## config.mk

```make
export PLATFORM = sky130hd
export DESIGN_NAME = tmts_job_queue
export DESIGN_NICKNAME = d
export VERILOG_FILES = /design/src/rtl/core/triangle_midpoint_texel_sampler_top_defines.svh /design/src/rtl/core/tmts_pkg.sv /design/src/rtl/core/tmts_job_queue.sv
export SDC_FILE = /design/constraint.sdc
export NUM_CORES = 1
export LEC_CHECK = 0
export BUFFER_PORTS_ARGS = -buffer_cell sky130_fd_sc_hd__buf_4
export CELL_PAD_IN_SITES_DETAIL_PLACEMENT = 1
export CELL_PAD_IN_SITES_GLOBAL_PLACEMENT = 1
export CORE_MARGIN = 5
export CORE_UTILIZATION = 45
export CTS_BUF_LIST = sky130_fd_sc_hd__clkbuf_4 sky130_fd_sc_hd__clkbuf_8 sky130_fd_sc_hd__clkbuf_16
export CTS_CLUSTER_DIAMETER = 200
export DETAILED_ROUTE_END_ITERATION = 10
export GPL_TIMING_DRIVEN = 0
export PLACE_DENSITY_LB_ADDON = 0.15
export SYNTH_ARGS = -nofsm -noshare
export SYNTH_HDL_FRONTEND = slang
export SYNTH_SLANG_ARGS = --single-unit
export TNS_END_PERCENT = 100
```

## constraint.sdc

```tcl
create_clock -name clock -period 6.8 [get_ports clock]
set_clock_uncertainty 0.1 [all_clocks]
set_input_delay 1.36 -clock clock [delete_from_list [all_inputs] [get_ports clock]]
set_output_delay 1.36 -clock clock [all_outputs]
set_load 0.01 [all_outputs]
```

## src/rtl/core/triangle_midpoint_texel_sampler_top_defines.svh

```systemverilog
// Assertion macros used by the back end of the triangle midpoint texel sampler.
`ifndef TRIANGLE_MIDPOINT_TEXEL_SAMPLER_TOP_DEFINES_SVH
`define TRIANGLE_MIDPOINT_TEXEL_SAMPLER_TOP_DEFINES_SVH

// Condition must hold in the same cycle as the trigger.
`define TMTS_ASSERT_SAME(label, ante, cons, msg) \
   label: assert property (@(posedge clock) disable iff (reset) (ante) |-> (cons)) \
      else $error(msg);

// Condition must hold in the cycle after the trigger.
`define TMTS_ASSERT_NEXT(label, ante, cons, msg) \
   label: assert property (@(posedge clock) disable iff (reset) (ante) |=> (cons)) \
      else $error(msg);

`endif

```

## src/rtl/core/tmts_pkg.sv

```systemverilog
// Types, constants and arithmetic helpers of the triangle midpoint texel sampler.
package tmts_pkg;

   localparam int POS_W           = 32;
   localparam int COORD_W         = 20;
   localparam int COORD_FRAC_BITS = 16;
   localparam int SUM_W           = COORD_W + 1;
   localparam int FRAC_SUM_W      = COORD_FRAC_BITS + 1;
   localparam int DIM_W           = 9;
   localparam int COORD_IDX_W     = 8;
   localparam int RGB_W           = 24;
   localparam int CHAN_W          = 8;
   localparam int TEXEL_ADDR_W    = 16;
   localparam int TEXEL_DEPTH     = 1 << TEXEL_ADDR_W;
   localparam int CSR_IDX_W       = 2;

   localparam int JOB_DEPTH       = 4;
   localparam int JOB_PTR_W       = $clog2(JOB_DEPTH);
   localparam int JOB_CNT_W       = JOB_PTR_W + 1;
   localparam int OUT_DEPTH       = 8;
   localparam int OUT_PTR_W       = $clog2(OUT_DEPTH);
   localparam int OUT_CNT_W       = OUT_PTR_W + 1;

   localparam logic [DIM_W-1:0] DIM_MIN = DIM_W'(1);
   localparam logic [DIM_W-1:0] DIM_MAX = DIM_W'(256);

   localparam logic CMD_TEXEL_WRITE = 1'b0;
   localparam logic CMD_VERTEX      = 1'b1;

   localparam logic [CSR_IDX_W-1:0] CSR_TEX_WIDTH   = CSR_IDX_W'(0);
   localparam logic [CSR_IDX_W-1:0] CSR_TEX_HEIGHT  = CSR_IDX_W'(1);
   localparam logic [CSR_IDX_W-1:0] CSR_TEX_PRESENT = CSR_IDX_W'(2);

   localparam logic [1:0] LAST_CORNER = 2'd2;

   typedef struct packed {
      logic signed [POS_W-1:0] x;
      logic signed [POS_W-1:0] y;
      logic signed [POS_W-1:0] z;
   } pos_type;

   typedef struct packed {
      pos_type            pos;
      logic [COORD_W-1:0] u;
      logic [COORD_W-1:0] v;
   } corner_type;

   typedef struct packed {
      logic                    is_write;
      pos_type                 pos;
      logic [SUM_W-1:0]        du;
      logic [SUM_W-1:0]        dv;
      logic                    final_point;
      logic [TEXEL_ADDR_W-1:0] texel_index;
      logic [RGB_W-1:0]        rgb;
   } job_type;

   typedef struct packed {
      pos_type          pos;
      logic [RGB_W-1:0] rgb;
      logic             final_point;
   } point_type;

   typedef struct packed {
      logic [DIM_W-1:0] width;
      logic [DIM_W-1:0] height;
      logic             present;
   } cfg_type;

   // floor((a + b) / 2) on the full 33-bit sum
   function automatic logic signed [POS_W-1:0] mid_pos(input logic signed [POS_W-1:0] a,
                                                       input logic signed [POS_W-1:0] b);
      logic [POS_W:0] sum;
      sum = {a[POS_W-1], a} + {b[POS_W-1], b};
      return $signed(sum[POS_W:1]);
   endfunction

   function automatic logic [DIM_W-1:0] clamp_dim(input logic [DIM_W-1:0] d);
      logic [DIM_W-1:0] r;
      r = d;
      if (d < DIM_MIN) r = DIM_MIN;
      else if (d > DIM_MAX) r = DIM_MAX;
      return r;
   endfunction

   // The integer part of the coordinate sum only adds whole multiples of dim,
   // so the wrap by dim keeps just floor(frac * dim), which is already below dim.
   function automatic logic [COORD_IDX_W-1:0] texel_coord(input logic [SUM_W-1:0] dsum,
                                                          input logic [DIM_W-1:0] dim);
      logic [FRAC_SUM_W+DIM_W-1:0] prod;
      prod = (FRAC_SUM_W+DIM_W)'(dsum[FRAC_SUM_W-1:0]) * (FRAC_SUM_W+DIM_W)'(dim);
      return prod[FRAC_SUM_W+COORD_IDX_W-1:FRAC_SUM_W];
   endfunction

endpackage

```

## src/rtl/core/tmts_job_queue.sv

```systemverilog
// Short job queue between the front and the back.
module tmts_job_queue
   import tmts_pkg::*;
(
   input  logic    clock,
   input  logic    reset,
   input  logic    push,
   input  job_type push_job,
   output logic    full,
   input  logic    pop,
   output job_type head,
   output logic    empty
);

   job_type              mem_ff [JOB_DEPTH];
   logic [JOB_PTR_W-1:0] wr_ptr_ff;
   logic [JOB_PTR_W-1:0] rd_ptr_ff;
   logic [JOB_CNT_W-1:0] cnt_ff;
   logic                 do_push;
   logic                 do_pop;

   assign full    = (cnt_ff == JOB_CNT_W'(JOB_DEPTH));
   assign empty   = (cnt_ff == '0);
   assign head    = mem_ff[rd_ptr_ff];
   assign do_push = push & ~full;
   assign do_pop  = pop & ~empty;

   always_ff @(posedge clock) begin
      if (reset) begin
         wr_ptr_ff <= '0;
         rd_ptr_ff <= '0;
         cnt_ff    <= '0;
      end else begin
         if (do_push) wr_ptr_ff <= wr_ptr_ff + JOB_PTR_W'(1);
         if (do_pop) rd_ptr_ff <= rd_ptr_ff + JOB_PTR_W'(1);
         if (do_push && !do_pop) cnt_ff <= cnt_ff + JOB_CNT_W'(1);
         else if (!do_push && do_pop) cnt_ff <= cnt_ff - JOB_CNT_W'(1);
      end
   end

   always_ff @(posedge clock) begin
      if (do_push) mem_ff[wr_ptr_ff] <= push_job;
   end

endmodule

```

==> results_dict.tcl, run 1 <==
set metrics [dict create \
    die_h_um 252 \
    drc_errors 0 \
    synth.top_cell.area_share_pct 81.9 \
    ctsResizeCount 0 \
    die-area_um2 63600 \
    cp.arrival_ns 2.59 \
    place_hpwl_mm 36.5 \
    grt-ovfl-total 0 \
    drtPass1Iterations 5 \
    status "completed" \
    synth_area_um2 26400 \
    regArea_um2 21800 \
    hold_class "flip-flop to flip-flop" \
    grt_pass1_vias 13200 \
    post_drt_via_cell_ratio 5.29 \
    wl_per_cell_um 25.0 \
    ys_seq_area_share_pct 82.6 \
    crit_type "flip-flop to output pin" \
    clock-sinks 729 \
    fmax_mhz 247 \
    rr_worst_depth 5 \
    areaGrowthSynthToFinish_pct 24.8 \
    hold_buffers 0 \
    dpl_worst_slack_ns 3.14 \
    start_kind "flip-flop" \
    cp_max_fo 10 \
    synth.distinct_cells 22 \
    synth_area_leader_cell "edfxtp_1" \
    cap_violations 0 \
    fin_hold_ws_ns 0.435 \
    top_usage_layer "met2" \
    clockBufferDepth 3 \
    min_period_ns 4.05 \
    crit_required_ns 5.34 \
    ant_nets 0 \
    multi_input_area_um2 4320 \
    grt_start_max_net_pins 51 \
    finalCritPeriodShare_pct 59.5 \
    ys_warn_count 0 \
    grtUsageTotal_pct 17.7 \
    synthesis.nets 1178 \
    worst_slew_pin_slew_ns 0.695 \
    num_vias 12000 \
    synthTopCellsByArea "edfxtp_1 82%, mux4_2 15%, dfxtp_1 0.68%" \
    fill_cells 4898 \
    htree_num_levels 3 \
    cts_tree "yes" \
    clkLatencyLatePin_ns 0.59 \
    slew_violations 0 \
    finalSetupViolCount 0 \
    cts_setup_buffers 0 \
    slew_headroom_pct 53.7 \
    hold_violations 0 \
    drt_wl_total_mm 56.6 \
    cts_buffers 75 \
    grt_pass1_wl_mm 84.6 \
    ios 366 \
    coreArea_um2 57900 \
    fin_area_um2 32900 \
    dr.first_iter.drc_count 673 \
    antenna_found_initial 6 \
    cp-end-kind "output pin" \
    fin_nets 1635 \
    fin_util_pct 56.9 \
    root_buffer "clkbuf_16" \
    syn_avg_cell_area_um2 26.7 \
    drive_gt1_share_pct 47.4 \
    port_buffers 364 \
    vdd_drop_max_uv 255 \
    worst_slack_ns 2.75 \
    die_x_um 252 \
    routabilityCongestion 0.701 \
    grt_use_met3_pct 5.57 \
    leakage_nw 11.1 \
    place_area_um2 30500 \
    rsz0062_at_grt "false" \
    rows 88 \
    hold_depth 2 \
    syn_inst 988 \
    grtUsageMet1_pct 23.4 \
    use_met2_pct 28.8 \
    clk_pin_slew_ns 0.06 \
    initial_utilization_pct 45.6 \
    ys_ff_latch 729 \
    power_density_nw_per_um2 383 \
]
-- where the power goes --
part           switching [mW]  total [mW]  internal [mW]
logic                    1.53        3.15           1.62
registers              0.0923        5.49           5.40
clock network            1.59        3.99           2.40
total                    3.21        12.6           9.41
-- kinds of logic after synthesis --
logic type	share of synthesized area, %
flip-flops	82.6
multiplexers	15.4
buffers and inverters	1.05
AND/OR/NAND/NOR	0.322
AO/OA/AOI/OAI	0.138
adder cells (fa/ha/maj)	0.313
XOR/XNOR	0.133
-- flip-flops by register name, indices dropped and copies added (netlist names), named ones only --
name / flops
mem_ff: 720
cnt_ff: 3
rd_ptr_ff: 2
wr_ptr_ff: 2
-- final cells by class --
type,instances,share of cell area (%)
diodes,3,0.0228
plain buffers,41,0.798
repair buffers,380,9.54
clock buffers,98,6.38
inverters,4,0.0456
multi-input cells,214,13.1
well taps,765,2.91
clock inverters,36,0.969
flip-flops and latches,729,66.2
-- per-stage QoR --
stage / TNS [ns] / power [mW] / std cells
global placement: -2541.45 / 8.86 / 2117
finish: 0 / 12.6 / 2270
CTS: 0 / 12.9 / 2267
detailed placement: 0 / 8.82 / 2133
global route: 0 / 13.2 / 2268
floorplan: 0 / 7.36 / 988
-- routing by layer --
metal	share of wire, %	vias to the layer above
met5	0.069	-
met4	2.2	6
met3	7.9	94
met2	50	340
met1	40	6349
li1	-	5220
-- worst max-delay path, cell delays in order (launching register included) --
cell     delay [ns]
dfxtp_1        0.30
buf_2          0.36
buf_2          0.40
buf_2          0.39
mux4_2         0.36
buf_4          0.17
-- cells in the mapped netlist (all sizes together) --
cell type	instances
edfxtp	720
mux4	180
buf	34
dfxtp	9
clkbuf	7
nor2	6
ha	5
and2	4
inv	4
xor2	4
a21oi	2
mux2i	2
nand2b	2
o21ai	2
or3	2
fa	1
nor3	1
nor3b	1
o311ai	1
o31ai	1
-- cell usage in the layout, fill, tap and decap left out --
cell / Yosys / layout
a21oi_1: 2 / 2
and2_4: 0 / 4
buf_1: 2 / 2
buf_12: 0 / 4
buf_16: 0 / 12
buf_2: 21 / 21
buf_4: 0 / 364
buf_6: 11 / 11
bufinv_16: 0 / 6
clkbuf_1: 7 / 7
clkbuf_16: 0 / 78
clkbuf_4: 0 / 20
clkinv_1: 0 / 18
clkinv_2: 0 / 11
clkinv_8: 0 / 1
dfxtp_1: 9 / 9
diode_2: 0 / 3
edfxtp_1: 720 / 720
fa_1: 1 / 1
ha_1: 5 / 5
inv_1: 4 / 4
mux2i_1: 2 / 2
mux4_2: 180 / 180
nand2b_1: 2 / 2
nor2_1: 6 / 6
nor3_1: 1 / 1
nor3b_1: 1 / 1
o21ai_0: 2 / 2
o311ai_0: 1 / 1
o31ai_1: 1 / 1
or3_1: 2 / 2
xor2_1: 4 / 4
-- worst paths after layout --
kind | slack [ns] | start | to
min reg2reg | 0.44 | wr_ptr_ff[1]$_SDFFE_PP0P_ | wr_ptr_ff[1]$_SDFFE_PP0P_
min | 0.44 | wr_ptr_ff[1]$_SDFFE_PP0P_ | wr_ptr_ff[1]$_SDFFE_PP0P_
max | 2.75 | flip-flop | head[156]
max reg2reg | 4.13 | cnt_ff[0]$_SDFFE_PP0P_ | mem_ff[0][65]$_DFFE_PP_
Power figures use the tool's default switching activity.
==> run 2: changes to the inputs <==
Clock period 6.8 ns to 3.8 ns, I/O delays scaled along.
==> run 2 against run 1 <==
  * Utilization is 0.29 points lower
  * Flip-flop and latch count stayed put
  * Setup slack worse by 2.3 ns
  * Non-clock buffer count is 1 lower
  * Power is 77% higher
  * Sequential power is 79% higher
  * Critical path type unchanged
  * Critical endpoint is now head[118]
  * Largest cell class unchanged
  * Largest power group unchanged
==> results_dict.tcl, run 2 (synthesis gave the netlist of run 1 again) <==
set metrics [dict create \
    grtUsageTotal_pct 17.9 \
    drc_errors 0 \
    grtUsageMet1_pct 23.0 \
    place_hpwl_mm 37.1 \
    cp-end-kind "output pin" \
    drive_gt1_share_pct 47.8 \
    power_density_nw_per_um2 680 \
    largest_register_ffs 720 \
    crit_type "flip-flop to output pin" \
    start_kind "flip-flop" \
    drtPass1Iterations 4 \
    worstReg2RegStart "cnt_ff[0]$_SDFFE_PP0P_" \
    port_buffers 364 \
    fin_setup_tns_ns 0 \
    cts_buffers 74 \
    root_buffer "clkbuf_16" \
    dr.first_iter.drc_count 640 \
    hold_class "input port to flip-flop" \
    rows 88 \
    grt_start_max_net_pins 54 \
    worstHoldStart "push_job[64]" \
    htree_num_levels 3 \
    fin_nets 1633 \
    die_h_um 252 \
    hold_depth 1 \
    fmax_mhz 297 \
    rr_worst_depth 6 \
    grt_use_met3_pct 6.23 \
    final_cells 2263 \
    ant_nets 0 \
    wl_per_cell_um 25.3 \
    grt_pass1_wl_mm 85.5 \
    areaGrowthSynthToFinish_pct 24.1 \
    finalCritPeriodShare_pct 88.6 \
    regMostFlops "mem_ff" \
    fin_util_pct 56.6 \
    clkLatencyLatePin_ns 0.59 \
    slew_violations 0 \
    hold_path_end "mem_ff[3][64]$_DFFE_PP_" \
    ios 366 \
    hold_violations 0 \
    reg2reg_to "mem_ff[2][105]$_DFFE_PP_" \
    top_usage_layer "met2" \
    hold_buffers 0 \
    rsz0062_at_grt "false" \
    status "completed" \
    cp.arrival_ns 2.51 \
    use_met2_pct 30.0 \
    clock-sinks 729 \
    clk_pin_slew_ns 0.06 \
    grt_pass1_vias 13200 \
    slew_headroom_pct 49.8 \
    vdd_drop_max_uv 629 \
    die_x_um 252 \
    final_cell_mix "720 x edfxtp_1, 364 x buf_4, 180 x mux4_2" \
    post_drt_via_cell_ratio 5.27 \
    initial_utilization_pct 45.6 \
    grt-ovfl-total 0 \
    cts_setup_buffers 0 \
    ctsResizeCount 0 \
    layout_commonest_cell "edfxtp_1" \
    crit_required_ns 2.94 \
    leakage_nw 11.0 \
    coreArea_um2 57900 \
    finalSetupViolCount 0 \
    reg_top3 "mem_ff (720), cnt_ff (3)" \
    worst_slew_pin_slew_ns 0.752 \
    antenna_found_initial 10 \
    fin_hold_ws_ns 0.254 \
    min_period_ns 3.37 \
    cap_violations 0 \
    num_vias 11900 \
    cp_max_fo 10 \
    cts_tree "yes" \
    routabilityCongestion 0.685 \
    drt_wl_total_mm 57.4 \
    reg2reg_slack_ns 0.77 \
    die-area_um2 63600 \
    place_inst 2132 \
    fill_cells 4928 \
    clockBufferDepth 3 \
]
[run 2: layout make-up]
type | instances | area [um2] | area share [%]
sequential | 729 | 21800 | 66.5
multi-input combinational | 214 | 4320 | 13.2
timing repair buffer | 379 | 3110 | 9.49
clock buffer | 100 | 2060 | 6.30
tap | 765 | 957 | 2.92
buffer | 41 | 263 | 0.802
clock inverter | 28 | 224 | 0.684
inverter | 4 | 15.0 | 0.0458
antenna | 3 | 7.51 | 0.0229
[run 2: metal layers]
metal	vias to the layer above	wire length (um)	part of all wire, %
met2	316	29500	51
met5	-	88	0.15
met4	14	965	1.7
li1	5211	-	-
met1	6307	22300	39
met3	82	4560	8.0
[run 2: report_power, final]
part / internal (mW) / switching, mW
Sequential: 9.66 / 0.170
Clock: 3.96 / 2.87
Combinational: 2.88 / 2.74
[run 2: how the worst max path moves through the flow]
stage / startpoint / end / depth (start not counted)
floorplan: push / mem_ff[0][0]$_DFFE_PP_ / 3
global placement: push / mem_ff[0][96]$_DFFE_PP_ / 4
detailed placement: push / mem_ff[2][100]$_DFFE_PP_ / 7
CTS: flip-flop / head[123] / 5
global route: flip-flop / head[116] / 5
finish: flip-flop / head[118] / 5
[run 2: metrics by stage]
| step | area [um2] | power, mW | setup slack [ns] |
|---|---|---|---|
| after global placement | 30100 | 15.7 | -2.27 |
| after detailed placement | 30500 | 15.8 | 0.409 |
| final | 32800 | 22.3 | 0.432 |
| after CTS | 32800 | 22.7 | 0.293 |
| after floorplan | 26400 | 13.1 | -0.0619 |
| after global routing | 32800 | 23.3 | 0.274 |
[run 2: critical path: stages (launching register included)]
cell     delay [ns]
dfxtp_1        0.30
buf_2          0.31
buf_2          0.38
buf_2          0.37
mux4_2         0.37
buf_4          0.17
==> run 3: changes to the inputs <==
Settings changed: CORE_ASPECT_RATIO set to 0.8.
==> run 3 against run 2 <==
  * Global-route usage is 0.51 points lower
  * Setup slack gained 0.033 ns
  * Combinational power fell by 0.9%
  * Highest routed layer unchanged
  * Sequential share of layout area about the same
  * Hold slack improved by 0.0059 ns
==> results_dict.tcl, run 3 (synthesis gave the netlist of run 1 again) <==
set metrics [dict create \
    die-area_um2 63600 \
    crit_required_ns 2.94 \
    place_area_um2 30400 \
    rr_worst_depth 5 \
    reg_top3 "mem_ff (720), cnt_ff (3)" \
    die_x_um 281 \
    cp-end-kind "output pin" \
    cap_violations 0 \
    worstHoldStart "push_job[43]" \
    die_h_um 227 \
    clkLatencyLatePin_ns 0.60 \
    ant_nets 0 \
    ctsResizeCount 0 \
    routabilityCongestion 0.707 \
    worstReg2RegStart "cnt_ff[0]$_SDFFE_PP0P_" \
    crit_type "flip-flop to output pin" \
    reg2reg_to "mem_ff[2][96]$_DFFE_PP_" \
    leakage_nw 11.0 \
    fin_nets 1628 \
    finalSetupViolCount 0 \
    grt-ovfl-total 0 \
    initial_utilization_pct 45.4 \
    min_period_ns 3.33 \
    status "completed" \
    rows 79 \
    finalCritPeriodShare_pct 87.8 \
    clock-sinks 729 \
    cp_max_fo 10 \
    fill_cells 4896 \
    grt_pass1_wl_mm 82.3 \
    areaGrowthSynthToFinish_pct 24.1 \
    hold_buffers 0 \
    grt_pass1_vias 12900 \
    fin_hold_ws_ns 0.260 \
    crit_buf_inv 4 \
    antenna_found_initial 5 \
    fmax_mhz 300 \
    post_drt_via_cell_ratio 5.26 \
    regMostFlops "mem_ff" \
    port_buffers 364 \
    dr.first_iter.drc_count 803 \
    hold_violations 0 \
    cp.arrival_ns 2.47 \
    cts_setup_buffers 0 \
    reg2reg_slack_ns 0.88 \
    drtPass1Iterations 4 \
    drive_gt1_share_pct 46.8 \
    fin_area_um2 32800 \
    hold_path_end "mem_ff[0][43]$_DFFE_PP_" \
    hold_class "input port to flip-flop" \
    coreArea_um2 58100 \
    power_mw 22.4 \
    crit_path_top_delay_cell "buf_2" \
    hold_depth 1 \
    worst_slew_pin_slew_ns 0.812 \
    drt_wl_total_mm 55.5 \
    wl_per_cell_um 24.5 \
    vdd_drop_max_uv 462 \
    crit_top_cell "buf_2" \
    power_density_nw_per_um2 683 \
    grtUsageTotal_pct 17.4 \
    cp_cell_sequence "buf_2 > buf_2 > buf_2 > mux4_2 > buf_4" \
    htree_num_levels 3 \
    layout_commonest_cell "edfxtp_1" \
    slew_headroom_pct 45.8 \
    cts_tree "yes" \
    cpPeakStageDelay_ns 0.38 \
    final_cell_mix "720 x edfxtp_1, 364 x buf_4, 180 x mux4_2" \
    place_hpwl_mm 36.0 \
    drc_errors 0 \
    root_buffer "clkbuf_16" \
    clk_pin_slew_ns 0.06 \
    grt_start_max_net_pins 57 \
    crit_family "buffers and inverters" \
    largest_register_ffs 720 \
    worst_slack_ns 0.465 \
    slew_violations 0 \
    dpl_worst_slack_ns 0.549 \
    cts_buffers 72 \
    num_vias 11900 \
    rsz0062_at_grt "false" \
    ios 366 \
    fin_setup_tns_ns 0 \
    clockBufferDepth 3 \
    start_kind "flip-flop" \
]
-- run 3: cell count changes in the layout (fill, tap and decap cells not counted) --
cell        previous run  this run
clkinvlp_4             0         2
clkinv_1               9        21
clkbuf_16             75        77
clkinv_2              12         3
diode_2                3         4
clkbuf_4              25        17
buf_16                10        11
buf_12                 5         1
inv_16                 1         0
bufinv_16              2         5
clkinv_8               2         0
-- run 3: area by class of cell --
type                    instances  area, um2  area share, %
flip-flops and latches        729      21800           66.5
repair buffers                376       3060           9.33
clock buffers                  94       2050           6.27
clock inverters                33        277          0.844
multi-input cells             214       4320           13.2
well taps                     769        962           2.94
diodes                          4       10.0         0.0306
plain buffers                  41        263          0.802
inverters                       4       15.0         0.0458
-- run 3: how the worst max path moves through the flow --
stage / from / depth (start not counted) / end / slack, ns
2_1_floorplan: push / 3 / mem_ff[0][0]$_DFFE_PP_ / -0.06
3_3_place_gp: push / 4 / mem_ff[1][100]$_DFFE_PP_ / -2.13
3_5_place_dp: push / 6 / mem_ff[2][95]$_DFFE_PP_ / 0.55
4_1_cts: flip-flop / 5 / head[97] / 0.30
5_1_grt: flip-flop / 5 / head[114] / 0.25
6_report: flip-flop / 5 / head[114] / 0.47
-- run 3: where the power goes --
group	internal, mW	leakage [nW]	total (mW)	switching [mW]
combinational	2.87	3.16	5.58	2.70
sequential	9.66	6.67	9.82	0.164
clock	4.14	1.15	6.98	2.85
-- run 3: worst register-to-register path: cells and delay by family (launching register included) --
| family | cells | cell delay (ns) |
|---|---|---|
| buffers and inverters | 2 | 0.68 |
| AND/OR/NAND/NOR | 3 | 1.22 |
| flip-flops | 1 | 0.47 |
-- run 3: metal layers --
metal	wire, um	GRT usage, %	vias up	share of wire (%)
met2	28000	28.5	302	50
met5	57	0	-	0.10
met3	4320	6.29	80	7.8
met4	1100	4.36	8	2.0
met1	22000	22.6	6305	40
li1	-	-	5211	-
-- run 3: stage by stage --
stage                     utilization, %  instances
after global placement              51.8       2121
after floorplan                        -        988
after global routing                56.3       2260
final                               56.4       2264
after detailed placement            52.3       2133
after CTS                           56.3       2260
