File: src/rtl/core/triangle_midpoint_texel_sampler_top_defines.svh
// Assertion macros used by the back end of the triangle midpoint texel sampler.
`ifndef TRIANGLE_MIDPOINT_TEXEL_SAMPLER_TOP_DEFINES_SVH
`define TRIANGLE_MIDPOINT_TEXEL_SAMPLER_TOP_DEFINES_SVH

// Condition must hold in the same cycle as the trigger.
`define TMTS_ASSERT_SAME(label, ante, cons, msg) \
   label: assert property (@(posedge clock) disable iff (reset) (ante) |-> (cons)) \
      else $error(msg);

// Condition must hold in the cycle after the trigger.
`define TMTS_ASSERT_NEXT(label, ante, cons, msg) \
   label: assert property (@(posedge clock) disable iff (reset) (ante) |=> (cons)) \
      else $error(msg);

`endif

File: src/rtl/core/tmts_pkg.sv
// Types, constants and arithmetic helpers of the triangle midpoint texel sampler.
package tmts_pkg;

   localparam int POS_W           = 32;
   localparam int COORD_W         = 20;
   localparam int COORD_FRAC_BITS = 16;
   localparam int SUM_W           = COORD_W + 1;
   localparam int FRAC_SUM_W      = COORD_FRAC_BITS + 1;
   localparam int DIM_W           = 9;
   localparam int COORD_IDX_W     = 8;
   localparam int RGB_W           = 24;
   localparam int CHAN_W          = 8;
   localparam int TEXEL_ADDR_W    = 16;
   localparam int TEXEL_DEPTH     = 1 << TEXEL_ADDR_W;
   localparam int CSR_IDX_W       = 2;

   localparam int JOB_DEPTH       = 4;
   localparam int JOB_PTR_W       = $clog2(JOB_DEPTH);
   localparam int JOB_CNT_W       = JOB_PTR_W + 1;
   localparam int OUT_DEPTH       = 8;
   localparam int OUT_PTR_W       = $clog2(OUT_DEPTH);
   localparam int OUT_CNT_W       = OUT_PTR_W + 1;

   localparam logic [DIM_W-1:0] DIM_MIN = DIM_W'(1);
   localparam logic [DIM_W-1:0] DIM_MAX = DIM_W'(256);

   localparam logic CMD_TEXEL_WRITE = 1'b0;
   localparam logic CMD_VERTEX      = 1'b1;

   localparam logic [CSR_IDX_W-1:0] CSR_TEX_WIDTH   = CSR_IDX_W'(0);
   localparam logic [CSR_IDX_W-1:0] CSR_TEX_HEIGHT  = CSR_IDX_W'(1);
   localparam logic [CSR_IDX_W-1:0] CSR_TEX_PRESENT = CSR_IDX_W'(2);

   localparam logic [1:0] LAST_CORNER = 2'd2;

   typedef struct packed {
      logic signed [POS_W-1:0] x;
      logic signed [POS_W-1:0] y;
      logic signed [POS_W-1:0] z;
   } pos_type;

   typedef struct packed {
      pos_type            pos;
      logic [COORD_W-1:0] u;
      logic [COORD_W-1:0] v;
   } corner_type;

   typedef struct packed {
      logic                    is_write;
      pos_type                 pos;
      logic [SUM_W-1:0]        du;
      logic [SUM_W-1:0]        dv;
      logic                    final_point;
      logic [TEXEL_ADDR_W-1:0] texel_index;
      logic [RGB_W-1:0]        rgb;
   } job_type;

   typedef struct packed {
      pos_type          pos;
      logic [RGB_W-1:0] rgb;
      logic             final_point;
   } point_type;

   typedef struct packed {
      logic [DIM_W-1:0] width;
      logic [DIM_W-1:0] height;
      logic             present;
   } cfg_type;

   // floor((a + b) / 2) on the full 33-bit sum
   function automatic logic signed [POS_W-1:0] mid_pos(input logic signed [POS_W-1:0] a,
                                                       input logic signed [POS_W-1:0] b);
      logic [POS_W:0] sum;
      sum = {a[POS_W-1], a} + {b[POS_W-1], b};
      return $signed(sum[POS_W:1]);
   endfunction

   function automatic logic [DIM_W-1:0] clamp_dim(input logic [DIM_W-1:0] d);
      logic [DIM_W-1:0] r;
      r = d;
      if (d < DIM_MIN) r = DIM_MIN;
      else if (d > DIM_MAX) r = DIM_MAX;
      return r;
   endfunction

   // The integer part of the coordinate sum only adds whole multiples of dim,
   // so the wrap by dim keeps just floor(frac * dim), which is already below dim.
   function automatic logic [COORD_IDX_W-1:0] texel_coord(input logic [SUM_W-1:0] dsum,
                                                          input logic [DIM_W-1:0] dim);
      logic [FRAC_SUM_W+DIM_W-1:0] prod;
      prod = (FRAC_SUM_W+DIM_W)'(dsum[FRAC_SUM_W-1:0]) * (FRAC_SUM_W+DIM_W)'(dim);
      return prod[FRAC_SUM_W+COORD_IDX_W-1:FRAC_SUM_W];
   endfunction

endpackage

File: src/rtl/core/tmts_front.sv
// Input side: takes commands, keeps the triangle corners and issues point and write jobs.
module tmts_front
   import tmts_pkg::*;
(
   input  logic                    clock,
   input  logic                    reset,
   input  logic                    req_push,
   output logic                    req_full,
   input  logic                    req_command,
   input  logic signed [POS_W-1:0] req_pos_x,
   input  logic signed [POS_W-1:0] req_pos_y,
   input  logic signed [POS_W-1:0] req_pos_z,
   input  logic [COORD_W-1:0]      req_tex_u,
   input  logic [COORD_W-1:0]      req_tex_v,
   input  logic [TEXEL_ADDR_W-1:0] req_texel_index,
   input  logic [RGB_W-1:0]        req_texel_rgb,
   output logic                    q_push,
   output job_type                 q_job,
   input  logic                    q_full
);

   typedef enum logic {FE_IDLE, FE_MID} fe_state_type;
   typedef enum logic [1:0] {MID_01, MID_12, MID_20} mid_sel_type;

   fe_state_type state_ff;
   mid_sel_type  sel_ff;
   logic [1:0]   count_ff;
   corner_type   corner_ff [2];
   corner_type   third_ff;

   corner_type in_corner;
   corner_type mid_a;
   corner_type mid_b;
   logic       accept;

   always_comb begin
      in_corner.pos.x = req_pos_x;
      in_corner.pos.y = req_pos_y;
      in_corner.pos.z = req_pos_z;
      in_corner.u     = req_tex_u;
      in_corner.v     = req_tex_v;
   end

   assign accept   = (state_ff == FE_IDLE) & req_push & ~q_full;
   assign req_full = (state_ff != FE_IDLE) | q_full;

   always_comb begin
      unique case (sel_ff)
         MID_01: begin
            mid_a = corner_ff[0];
            mid_b = corner_ff[1];
         end
         MID_12: begin
            mid_a = corner_ff[1];
            mid_b = third_ff;
         end
         MID_20: begin
            mid_a = third_ff;
            mid_b = corner_ff[0];
         end
         default: begin
            mid_a = corner_ff[0];
            mid_b = corner_ff[1];
         end
      endcase
   end

   always_comb begin
      q_job             = '0;
      q_job.texel_index = req_texel_index;
      q_job.rgb         = req_texel_rgb;
      unique case (state_ff)
         FE_IDLE: begin
            q_push            = accept;
            q_job.is_write    = (req_command == CMD_TEXEL_WRITE);
            q_job.pos         = in_corner.pos;
            q_job.du          = {req_tex_u, 1'b0};
            q_job.dv          = {req_tex_v, 1'b0};
            q_job.final_point = (count_ff != LAST_CORNER);
         end
         FE_MID: begin
            q_push            = ~q_full;
            q_job.is_write    = 1'b0;
            q_job.pos.x       = mid_pos(mid_a.pos.x, mid_b.pos.x);
            q_job.pos.y       = mid_pos(mid_a.pos.y, mid_b.pos.y);
            q_job.pos.z       = mid_pos(mid_a.pos.z, mid_b.pos.z);
            q_job.du          = SUM_W'(mid_a.u) + SUM_W'(mid_b.u);
            q_job.dv          = SUM_W'(mid_a.v) + SUM_W'(mid_b.v);
            q_job.final_point = (sel_ff == MID_20);
         end
         default: begin
            q_push = 1'b0;
         end
      endcase
   end

   always_ff @(posedge clock) begin
      if (reset) begin
         state_ff <= FE_IDLE;
         sel_ff   <= MID_01;
         count_ff <= 2'd0;
      end else begin
         unique case (state_ff)
            FE_IDLE: begin
               if (accept && req_command == CMD_VERTEX) begin
                  if (count_ff != LAST_CORNER) begin
                     corner_ff[count_ff[0]] <= in_corner;
                     count_ff               <= count_ff + 2'd1;
                  end else begin
                     // third corner: hold it and walk the edges 0-1, 1-2 and 2-0
                     third_ff <= in_corner;
                     count_ff <= 2'd0;
                     sel_ff   <= MID_01;
                     state_ff <= FE_MID;
                  end
               end
            end
            FE_MID: begin
               if (!q_full) begin
                  unique case (sel_ff)
                     MID_01:  sel_ff <= MID_12;
                     MID_12:  sel_ff <= MID_20;
                     MID_20:  state_ff <= FE_IDLE;
                     default: state_ff <= FE_IDLE;
                  endcase
               end
            end
            default: state_ff <= FE_IDLE;
         endcase
      end
   end

endmodule

File: config.mk
export PLATFORM = sky130hd
export DESIGN_NAME = tmts_front
export DESIGN_NICKNAME = d
export VERILOG_FILES = /design/src/rtl/core/triangle_midpoint_texel_sampler_top_defines.svh /design/src/rtl/core/tmts_pkg.sv /design/src/rtl/core/tmts_front.sv
export SDC_FILE = /design/constraint.sdc
export NUM_CORES = 1
export LEC_CHECK = 0
export BUFFER_PORTS_ARGS = -buffer_cell sky130_fd_sc_hd__buf_4
export CAP_MARGIN = 25
export CELL_PAD_IN_SITES_DETAIL_PLACEMENT = 1
export CELL_PAD_IN_SITES_GLOBAL_PLACEMENT = 1
export CORE_ASPECT_RATIO = 0.7
export CORE_MARGIN = 3
export CORE_UTILIZATION = 49
export CTS_CLUSTER_DIAMETER = 200
export DETAILED_ROUTE_END_ITERATION = 10
export PLACE_DENSITY_LB_ADDON = 0.3
export SLEW_MARGIN = 20
export SYNTH_ARGS = -nofsm -noshare
export SYNTH_HDL_FRONTEND = slang
export SYNTH_SLANG_ARGS = --single-unit
File: constraint.sdc
create_clock -name clock -period 20.9 [get_ports clock]
set_clock_uncertainty 0.05 [all_clocks]
set_input_delay 3.135 -clock clock [delete_from_list [all_inputs] [get_ports clock]]
set_output_delay 3.135 -clock clock [all_outputs]
set_load 0.02 [all_outputs]
==> flow_summary.ini, run 1 <==
[yosys]
synthXorXnorAreaFrac_pct = 3.282
synth-simple-area-share_pct = 10.35
synth_area_per_cell_um2 = 10.02
netlist_instances = 2637
ys_ff_latch = 413
ys_types = 81
netlist_top_cells_count = 408 x edfxtp_1, 405 x a21oi_1, 347 x nor2_1
synth_top_flop_cell = edfxtp_1
yosysSeqAreaShare_pct = 46.76
async_flop_share_pct = 0
netlist_area_mm2 = 0.02642
synth_top_family_by_area = compound AO/OA/AOI/OAI gates
yosysMostFrequentCell = edfxtp_1
synth-edff-count = 408
synth_top_area_cell = edfxtp_1
synth_area_leaders = edfxtp_1 46%, a22oi_1 7.7%, a21oi_1 7.7%
synth_warnings = 0
synth_compound_area_share_pct = 24.91
synth_top_area_share_pct = 46.38
synthAdderAreaFrac_pct = 6.820
muxShareOfSynthArea_pct = 3.732
synth_nets = 2959

[setup_path]
critPathSlowestCell = ha_4
crit_arrival_ns = 6.51
crit_buf_inv = 4
cp-endpoint = q_job[114]
r2r_slack_ns = 16.76
worst_setup_path_end_kind = output pin
crit_start = sel_ff[0]
crit_required_ns = 17.72
criticalPathCategory = flip-flop to output pin
path_delay_family = compound AO/OA/AOI/OAI gates
r2r_cells = 7
worst_path_largest_cell_delay_ns = 0.57
path_max_fanout = 247
timing.rr.end = corner_ff[0][19]
worstReg2RegStart = state_ff
path_cells = inv_1, ha_4, buf_16, buf_12, a21oi_1, fa_1, a211oi_1, o211ai_1, a21oi_2, o21bai_1, a211oi_2, o31ai_1, a2111oi_0, o22a_1, buf_4
path_depth = 15
critPathLaunchType = flip-flop

[die]
die_h_um = 200.3
initial_core_util_pct = 50.10
dieWidth_um = 283.5
std_cell_rows = 70
die_area_mm2 = 0.05678
ioPinCount = 363
core_area_mm2 = 0.05273

[timing]
maxSlewViolCount = 0
fin_setup_tns_ns = 0
setup_ws_ns = 11.21
layout_min_cycle_time_ns = 9.695
post-route-period-util_pct = 46.39
max_slew_margin_pct = 13.64
tightestPinTransition_ns = 1.295
rsz0062_at_grt = false
setup_violations = 0
hold_violations = 0
fmax_mhz = 103.2

[detailed_routing]
drt_iter0_drc = 1646
viasPerCell = 6.332
ant_nets = 0
routed_wl_um = 80850
drc_errors = 0
post_drt_wl_per_cell_um = 22.90
drt_pass1_iterations = 5
vias = 22359

[grt]
overflow = 0
grt_first_pass_wirelength_um = 126400
antenna_found_initial = 7
grt_pass1_vias = 23267
track_usage_pct = 27.27
grt_max_degree = 248

[min_path]
hold_path_class = flip-flop to flip-flop
hp-start = count_ff[0]

[status]
outcome = finished, final reports clean

[clocking]
cts_tree = yes
clock_path_buffers = 3
root_buffer = clkbuf_16
path_clk_slew_ns = 0.06
postCtsHoldBufs = 0
h-tree-depth = 2
cts_sinks = 413
clock_latency_ns = 0.58
cts.repair.resized = 0
cts_buffers = 44
post_cts_buffers = 0

[placement]
dpl.hpwl_um = 54490
place_ws_ns = 11.74
io_buffers = 282
place_congestion = 0.8910

[power_and_ir_drop]
power_density_mw_per_mm2 = 60.73
share_comb_of_total_power_pct = 8.3
p_sw_share_pct = 23.19
irDropWorstVdd_mv = 0.05448
internal-power_mw = 1.404
leakage_nw = 10.87
total_power_mw = 1.828
seqPwrFrac_pct = 50.3
clockPowerShare_pct = 41.4
switchingPower_mw = 0.4240

[final_layout]
area_delta_synth_final_pct = 13.97
nets = 3099
layout-drive-gt1-share_pct = 17.09

[job]
maxCapViolations = 0
==> layer usage <==
metal  GRT usage, %  routed length, µm  vias up
li1               -                  -    10339
met1          35.95              35210    11195
met2          45.28              38270      664
met3          5.222               4867      151
met4          9.336               2441       10
met5              0                 65        -
==> worst min-delay path by stage <==
stage	end	slack [ns]	depth (start not counted)
final	count_ff[0]	0.47	2
after global routing	count_ff[0]	0.52	2
after CTS	count_ff[0]	0.48	2
after detailed placement	count_ff[0]	0.47	2
after global placement	count_ff[0]	0.45	2
after floorplan	sel_ff[0]	0.42	2
==> final cells by class <==
type                            count  area [µm²]
Timing Repair Buffer              305        2342
Tap cell                          720       900.9
Multi-Input combinational cell   1975       13020
Clock buffer                       58        1185
Antenna cell                        2       5.005
Fill cell                        5826       22620
Sequential cell                   413       12360
Inverter                           38       142.6
Clock inverter                     20       152.6
==> placed cells by master (no fill, tap or decap), types with 37 or more instances in the layout <==
master	Yosys	final
buf_4	40	300
inv_1	37	37
a21oi_1	405	405
edfxtp_1	408	408
a22oi_1	271	271
nand2_1	108	108
clkbuf_16	0	45
nor2_1	347	346
xnor2_1	64	64
mux2_2	84	84
a21o_1	70	70
o21ai_0	79	79
ha_1	136	133
==> power groups by stage <==
stage | Sequential [mW] | Combinational, mW | Clock [mW]
6_report | 0.920 | 0.152 | 0.756
5_1_grt | 0.920 | 0.163 | 0.803
4_1_cts | 0.920 | 0.151 | 0.770
3_5_place_dp | 0.938 | 0.150 | 0
3_3_place_gp | 0.937 | 0.145 | 0
2_1_floorplan | 0.939 | 0.0860 | 0
==> logic make-up (layout without fill, tap and decap cells) <==
logic type      Yosys count  in the layout
compound gates         1023           1023
xor+xnor                 99             99
fa+ha+maj               141            141
buf+inv                 249            421
flops                   413            413
mux                      88             88
other cells               0              2
simple gates            624            624
==> state kept, by name (all words and copies together) (netlist names) <==
register,flops
third_ff,136
state_ff,1
count_ff,2
corner_ff,272
sel_ff,2
==> stage by stage <==
| stage | area, µm² | hold slack, ns | utilization, % | instances |
|---|---|---|---|---|
| floorplan | 26420 | 0.4205 | - | 2637 |
| global placement | 28710 | 0.4549 | 54.45 | 3449 |
| detailed placement | 28710 | 0.4663 | 54.45 | 3449 |
| CTS | 30050 | 0.4753 | 56.99 | 3527 |
| global route | 30110 | 0.5190 | 57.10 | 3531 |
| finish | 30110 | 0.4671 | 57.10 | 3531 |
==> worst min-delay path, cell delays in order (launching register included) <==
cell and delay [ns]:
dfxtp_1 0.34, nand2_1 0.07, a21oi_1 0.06
No activity file was read; power rests on OpenSTA's default activity.
==> run 2, diff against run 1 <==
CORE_UTILIZATION = 41   (was 49)
clock period = 8.7 ns   (was 20.9 ns; I/O delays follow)
==> run 2 against run 1 <==
Against the previous run:
- combinational power rose by 140%
- sequential share of layout area shrank 0.31 points
- final cell count grew 3.2%
- clock power grew 150%
- largest cell class unchanged
- register-to-register slack lost 11 ns
- critical path type unchanged
- wire length shrank 2.1%
- critical endpoint is now q_job[178]
- sequential power increased by 140%
- worst hold slack gained 0.0054 ns
- die area is 19% higher
- global-route usage down 4.5 points
- non-clock buffer count is 2 higher
- first-iteration DRC count decreased by 22%
==> flow_summary.ini, run 2 (synthesis gave the netlist of run 1 again) <==
[die]
die_area_mm2 = 0.06756
core_area_mm2 = 0.06349
std_cell_rows = 77
die_h_um = 218.4
ioPinCount = 363
initial_core_util_pct = 41.61
dieWidth_um = 309.4

[status]
outcome = finished, final reports clean

[grt]
grt_pass1_vias = 22425
top_usage_layer = met2
grt_first_pass_wirelength_um = 123400
overflow = 0
track_usage_pct = 22.75
grtUsageMet1_pct = 30.91
use_met3_pct = 4.050
grt_max_degree = 207
antenna_found_initial = 4
grt_use_met2_pct = 38.07

[power_and_ir_drop]
leakage_nw = 10.90
power_density_mw_per_mm2 = 146.6
total_power_mw = 4.448
irDropWorstVdd_mv = 0.1595

[final_layout]
nets = 3103
nFillCells = 6967
final_common_cell = edfxtp_1
final_cell_mix = 408 x edfxtp_1, 405 x a21oi_1, 346 x nor2_1
area_delta_synth_final_pct = 14.82
layout-drive-gt1-share_pct = 17.01
diodes = 0
largest_reg_flops = 272

[timing]
fmax_mhz = 137.8
max_slew_margin_pct = 33.15
hold_violations = 0
tightestPinTransition_ns = 1.003
rsz0062_at_grt = false
post-route-period-util_pct = 83.42
layout_min_cycle_time_ns = 7.258
setup_violations = 0
maxSlewViolCount = 0
fin_setup_tns_ns = 0

[setup_path]
path_cells = inv_1, ha_4, buf_4, nor2b_1, o21ai_1, nand2_1, fa_1, a211oi_1, o21ai_1, a31oi_1, o21ai_1, a21oi_1, o31ai_1, a2111oi_0, a211o_1, buf_4
crit_required_ns = 7.34
criticalPathCategory = flip-flop to output pin
critPathSlowestCell = buf_4
crit_top_cell = o21ai_1
path_max_fanout = 71
path_delay_family = compound AO/OA/AOI/OAI gates
worst_setup_path_end_kind = output pin
crit_buf_inv = 3
crit_arrival_ns = 5.90
worst_path_largest_cell_delay_ns = 0.66
critPathLaunchType = flip-flop

[clocking]
clock_path_buffers = 3
postCtsHoldBufs = 0
h-tree-depth = 2
cts.repair.resized = 0
cts_buffers = 46
clock_latency_ns = 0.57
cts_tree = yes
cts_sinks = 413
root_buffer = clkbuf_16
post_cts_buffers = 0
path_clk_slew_ns = 0.06

[job]
maxCapViolations = 0

[placement]
place_congestion = 0.8717
dpl.hpwl_um = 54140
io_buffers = 282

[detailed_routing]
viasPerCell = 6.031
post_drt_wl_per_cell_um = 21.72
vias = 21983
drt_pass1_iterations = 8
routed_wl_um = 79180
drt_iter0_drc = 1288
drc_errors = 0
ant_nets = 0

[min_path]
hold_path_class = flip-flop to flip-flop
==> run 2: area by class of cell <==
class / instances / area, µm² / share of cell area, %
multi-input cells: 1975 / 13040 / 42.98
flip-flops and latches: 413 / 12360 / 40.73
repair buffers: 307 / 2350 / 7.746
clock buffers: 58 / 1217 / 4.013
well taps: 829 / 1037 / 3.419
clock inverters: 25 / 195.2 / 0.6435
inverters: 38 / 142.6 / 0.4702
==> run 2: worst register-to-register path: stages, from the launching register on <==
cell and delay (ns):
dfxtp_4 0.48, nor2_1 0.26, nand3_1 0.18, nor2_1 0.12, nand2_1 0.15, nor2_4 0.48
buf_4 0.43, buf_4 0.80
==> run 2: power by group <==
group / leakage [nW] / total, mW / internal, mW / switching, mW
Combinational: 6.49 / 0.361 / 0.154 / 0.207
Sequential: 3.72 / 2.21 / 2.20 / 0.00740
Clock: 0.691 / 1.88 / 1.08 / 0.801
Total: 10.9 / 4.45 / 3.43 / 1.01
==> run 2: per-layer routing <==
layer	up-vias	wire, µm
li1	10344	-
met1	11036	36220
met2	501	37660
met3	94	3988
met4	8	1255
met5	-	60
==> run 2: path summary, 6_finish.rpt <==
| check | start | to | slack [ns] | cells past startpoint |
|---|---|---|---|---|
| setup / recovery | sel_ff[0] | q_job[178] | 1.44 | 16 |
| hold / removal | count_ff[0] | count_ff[0] | 0.47 | 2 |
| setup reg to reg | state_ff | third_ff[121] | 5.28 | 7 |
| hold reg to reg | count_ff[0] | count_ff[0] | 0.47 | 2 |
==> run 2: stage by stage <==
step	setup WS [ns]	hold slack, ns	util [%]	instance area, µm²	instances
final	1.442	0.4725	47.78	30330	3645
after global routing	0.9464	0.5459	47.78	30330	3645
after CTS	1.413	0.4715	47.78	30330	3645
after detailed placement	2.056	0.4600	45.55	28920	3562
after global placement	2.246	0.4424	45.51	28890	3561
after floorplan	0.5878	0.4205	-	26430	2637
==> run 3, diff against run 2 <==
CORE_UTILIZATION = 46   (was 41)
clock period = 7.35 ns   (was 8.7 ns; I/O delays follow)
==> run 3 against run 2 <==
Against the previous run:
- worst hold slack gained 0.027 ns
- worst setup slack lost 0.91 ns
- clock-buffer cell count shrank 7
- die area shrank 11%
- sequential share of layout area shrank 0.15 points
- clock power grew 27%
- final cell count shrank 2.4%
- power grew 22%
- combinational power grew 20%
- critical path depth is the same
- design area grew 0.38%
- largest cell class unchanged
- largest power group unchanged
- highest routed layer unchanged
==> flow_summary.ini, run 3 (synthesis gave the netlist of run 1 again) <==
[timing]
layout_min_cycle_time_ns = 6.822
tightestPinTransition_ns = 1.038
fin_setup_tns_ns = 0
maxSlewViolCount = 0
fmax_mhz = 146.6
post-route-period-util_pct = 92.82
rsz0062_at_grt = false
setup_ws_ns = 0.5278
max_slew_margin_pct = 30.79
hold_violations = 0
setup_violations = 0

[placement]
dpl.hpwl_um = 54710
io_buffers = 282
place_congestion = 0.8731
place_ws_ns = 1.243
place_inst = 3472
placed_area_mm2 = 0.02881

[grt]
track_usage_pct = 25.82
overflow = 0
grt_pass1_vias = 22610
grt_first_pass_wirelength_um = 125500
grt_max_degree = 199
antenna_found_initial = 3

[die]
initial_core_util_pct = 47.15
ioPinCount = 363
dieWidth_um = 292.4
std_cell_rows = 72
die_h_um = 206.5
die_area_mm2 = 0.06039
core_area_mm2 = 0.05603

[clocking]
post_cts_buffers = 0
path_clk_slew_ns = 0.06
cts_buffers = 44
clock_path_buffers = 3
root_buffer = clkbuf_16
cts_tree = yes
cts.repair.resized = 0
postCtsHoldBufs = 0
cts_sinks = 413
clock_latency_ns = 0.59
h-tree-depth = 2

[setup_path]
crit_arrival_ns = 5.67
crit_required_ns = 6.20
critPathLaunchType = flip-flop
worst_setup_path_end_kind = output pin
criticalPathCategory = flip-flop to output pin
path_max_fanout = 79

[final_layout]
nets = 3105
multi_input_area_mm2 = 0.01304
post-route-util_pct = 54.34
final_cell_mix = 408 x edfxtp_1, 405 x a21oi_1, 346 x nor2_1
final_common_cell = edfxtp_1
layoutNonFillerInstCount = 3558
largest_reg_flops = 272
final_cell_area_mm2 = 0.03045
nFillCells = 6130
area_delta_synth_final_pct = 15.26
seqCellArea_mm2 = 0.01236
layout-drive-gt1-share_pct = 17.54

[detailed_routing]
vias = 22182
routed_wl_um = 80660
drt_iter0_drc = 1614
viasPerCell = 6.234
ant_nets = 0
drc_errors = 0
post_drt_wl_per_cell_um = 22.67
drt_pass1_iterations = 5

[job]
maxCapViolations = 0

[status]
outcome = finished, final reports clean

[power_and_ir_drop]
leakage_nw = 11.01
irDropWorstVdd_mv = 0.1790
power_density_mw_per_mm2 = 178.3

[min_path]
hold_path_class = flip-flop to flip-flop
## run 3: cell count changes in the layout (fill, tap and decap cells not counted), sizes merged
| cell | change |
|---|---|
| diode | +1 |
| clkbuf | -7 |
| clkinv | -4 |
| bufinv | +5 |
| inv | +1 |
| buf | +4 |
| clkinvlp | +2 |
## run 3: critical path, cell delays in order, from the launching register on
cell and delay (ns):
dfxtp_1 0.35, inv_1 0.17, ha_4 0.83, buf_4 0.58, buf_4 0.41, a22oi_1 0.14, a21oi_1 0.19, ha_1 0.30
inv_1 0.12, o21ai_0 0.17, a2111o_1 0.45, a31oi_1 0.19, o21ai_0 0.18, a211oi_1 0.44, xnor2_1 0.11, mux2_2 0.27
buf_4 0.16
## run 3: final cells by class
class,instances,area share (%)
Antenna cell,1,0.008218
Sequential cell,413,40.58
Clock buffer,51,3.772
Timing Repair Buffer,311,8.161
Tap cell,740,3.041
Inverter,38,0.4684
Multi-Input combinational cell,1975,42.81
Clock inverter,29,1.159
## run 3: routing by layer
layer  track usage, %  up-vias  routed length, µm
met4            6.067        4               1579
met2            43.07      575              38160
met5                0        -                 34
li1                 -    10348                  -
met3            3.824      115               4185
met1            35.78    11140              36700
## run 3: worst paths after layout
path / slack, ns / cells after the start / end / startpoint
worst max-delay path: 0.53 / 16 / q_job[80] / sel_ff[0]
worst min-delay path: 0.50 / 2 / sel_ff[0] / sel_ff[0]
worst max register to register: 4.39 / 6 / corner_ff[0][126] / state_ff
worst min register to register: 0.50 / 2 / sel_ff[0] / sel_ff[0]
## run 3: report_power, final
part / leakage, nW / switching [mW] / internal, mW
sequential: 3.72 / 0.00913 / 2.61
combinational: 6.54 / 0.250 / 0.185
clock: 0.741 / 0.977 / 1.40
## run 3: per-stage QoR
| step | hold slack (ns) | power [mW] |
|---|---|---|
| detailed placement | 0.4789 | 3.096 |
| global route | 0.5438 | 5.604 |
| floorplan | 0.4205 | 2.912 |
| CTS | 0.5003 | 5.473 |
| finish | 0.4996 | 5.430 |
| global placement | 0.4466 | 3.081 |
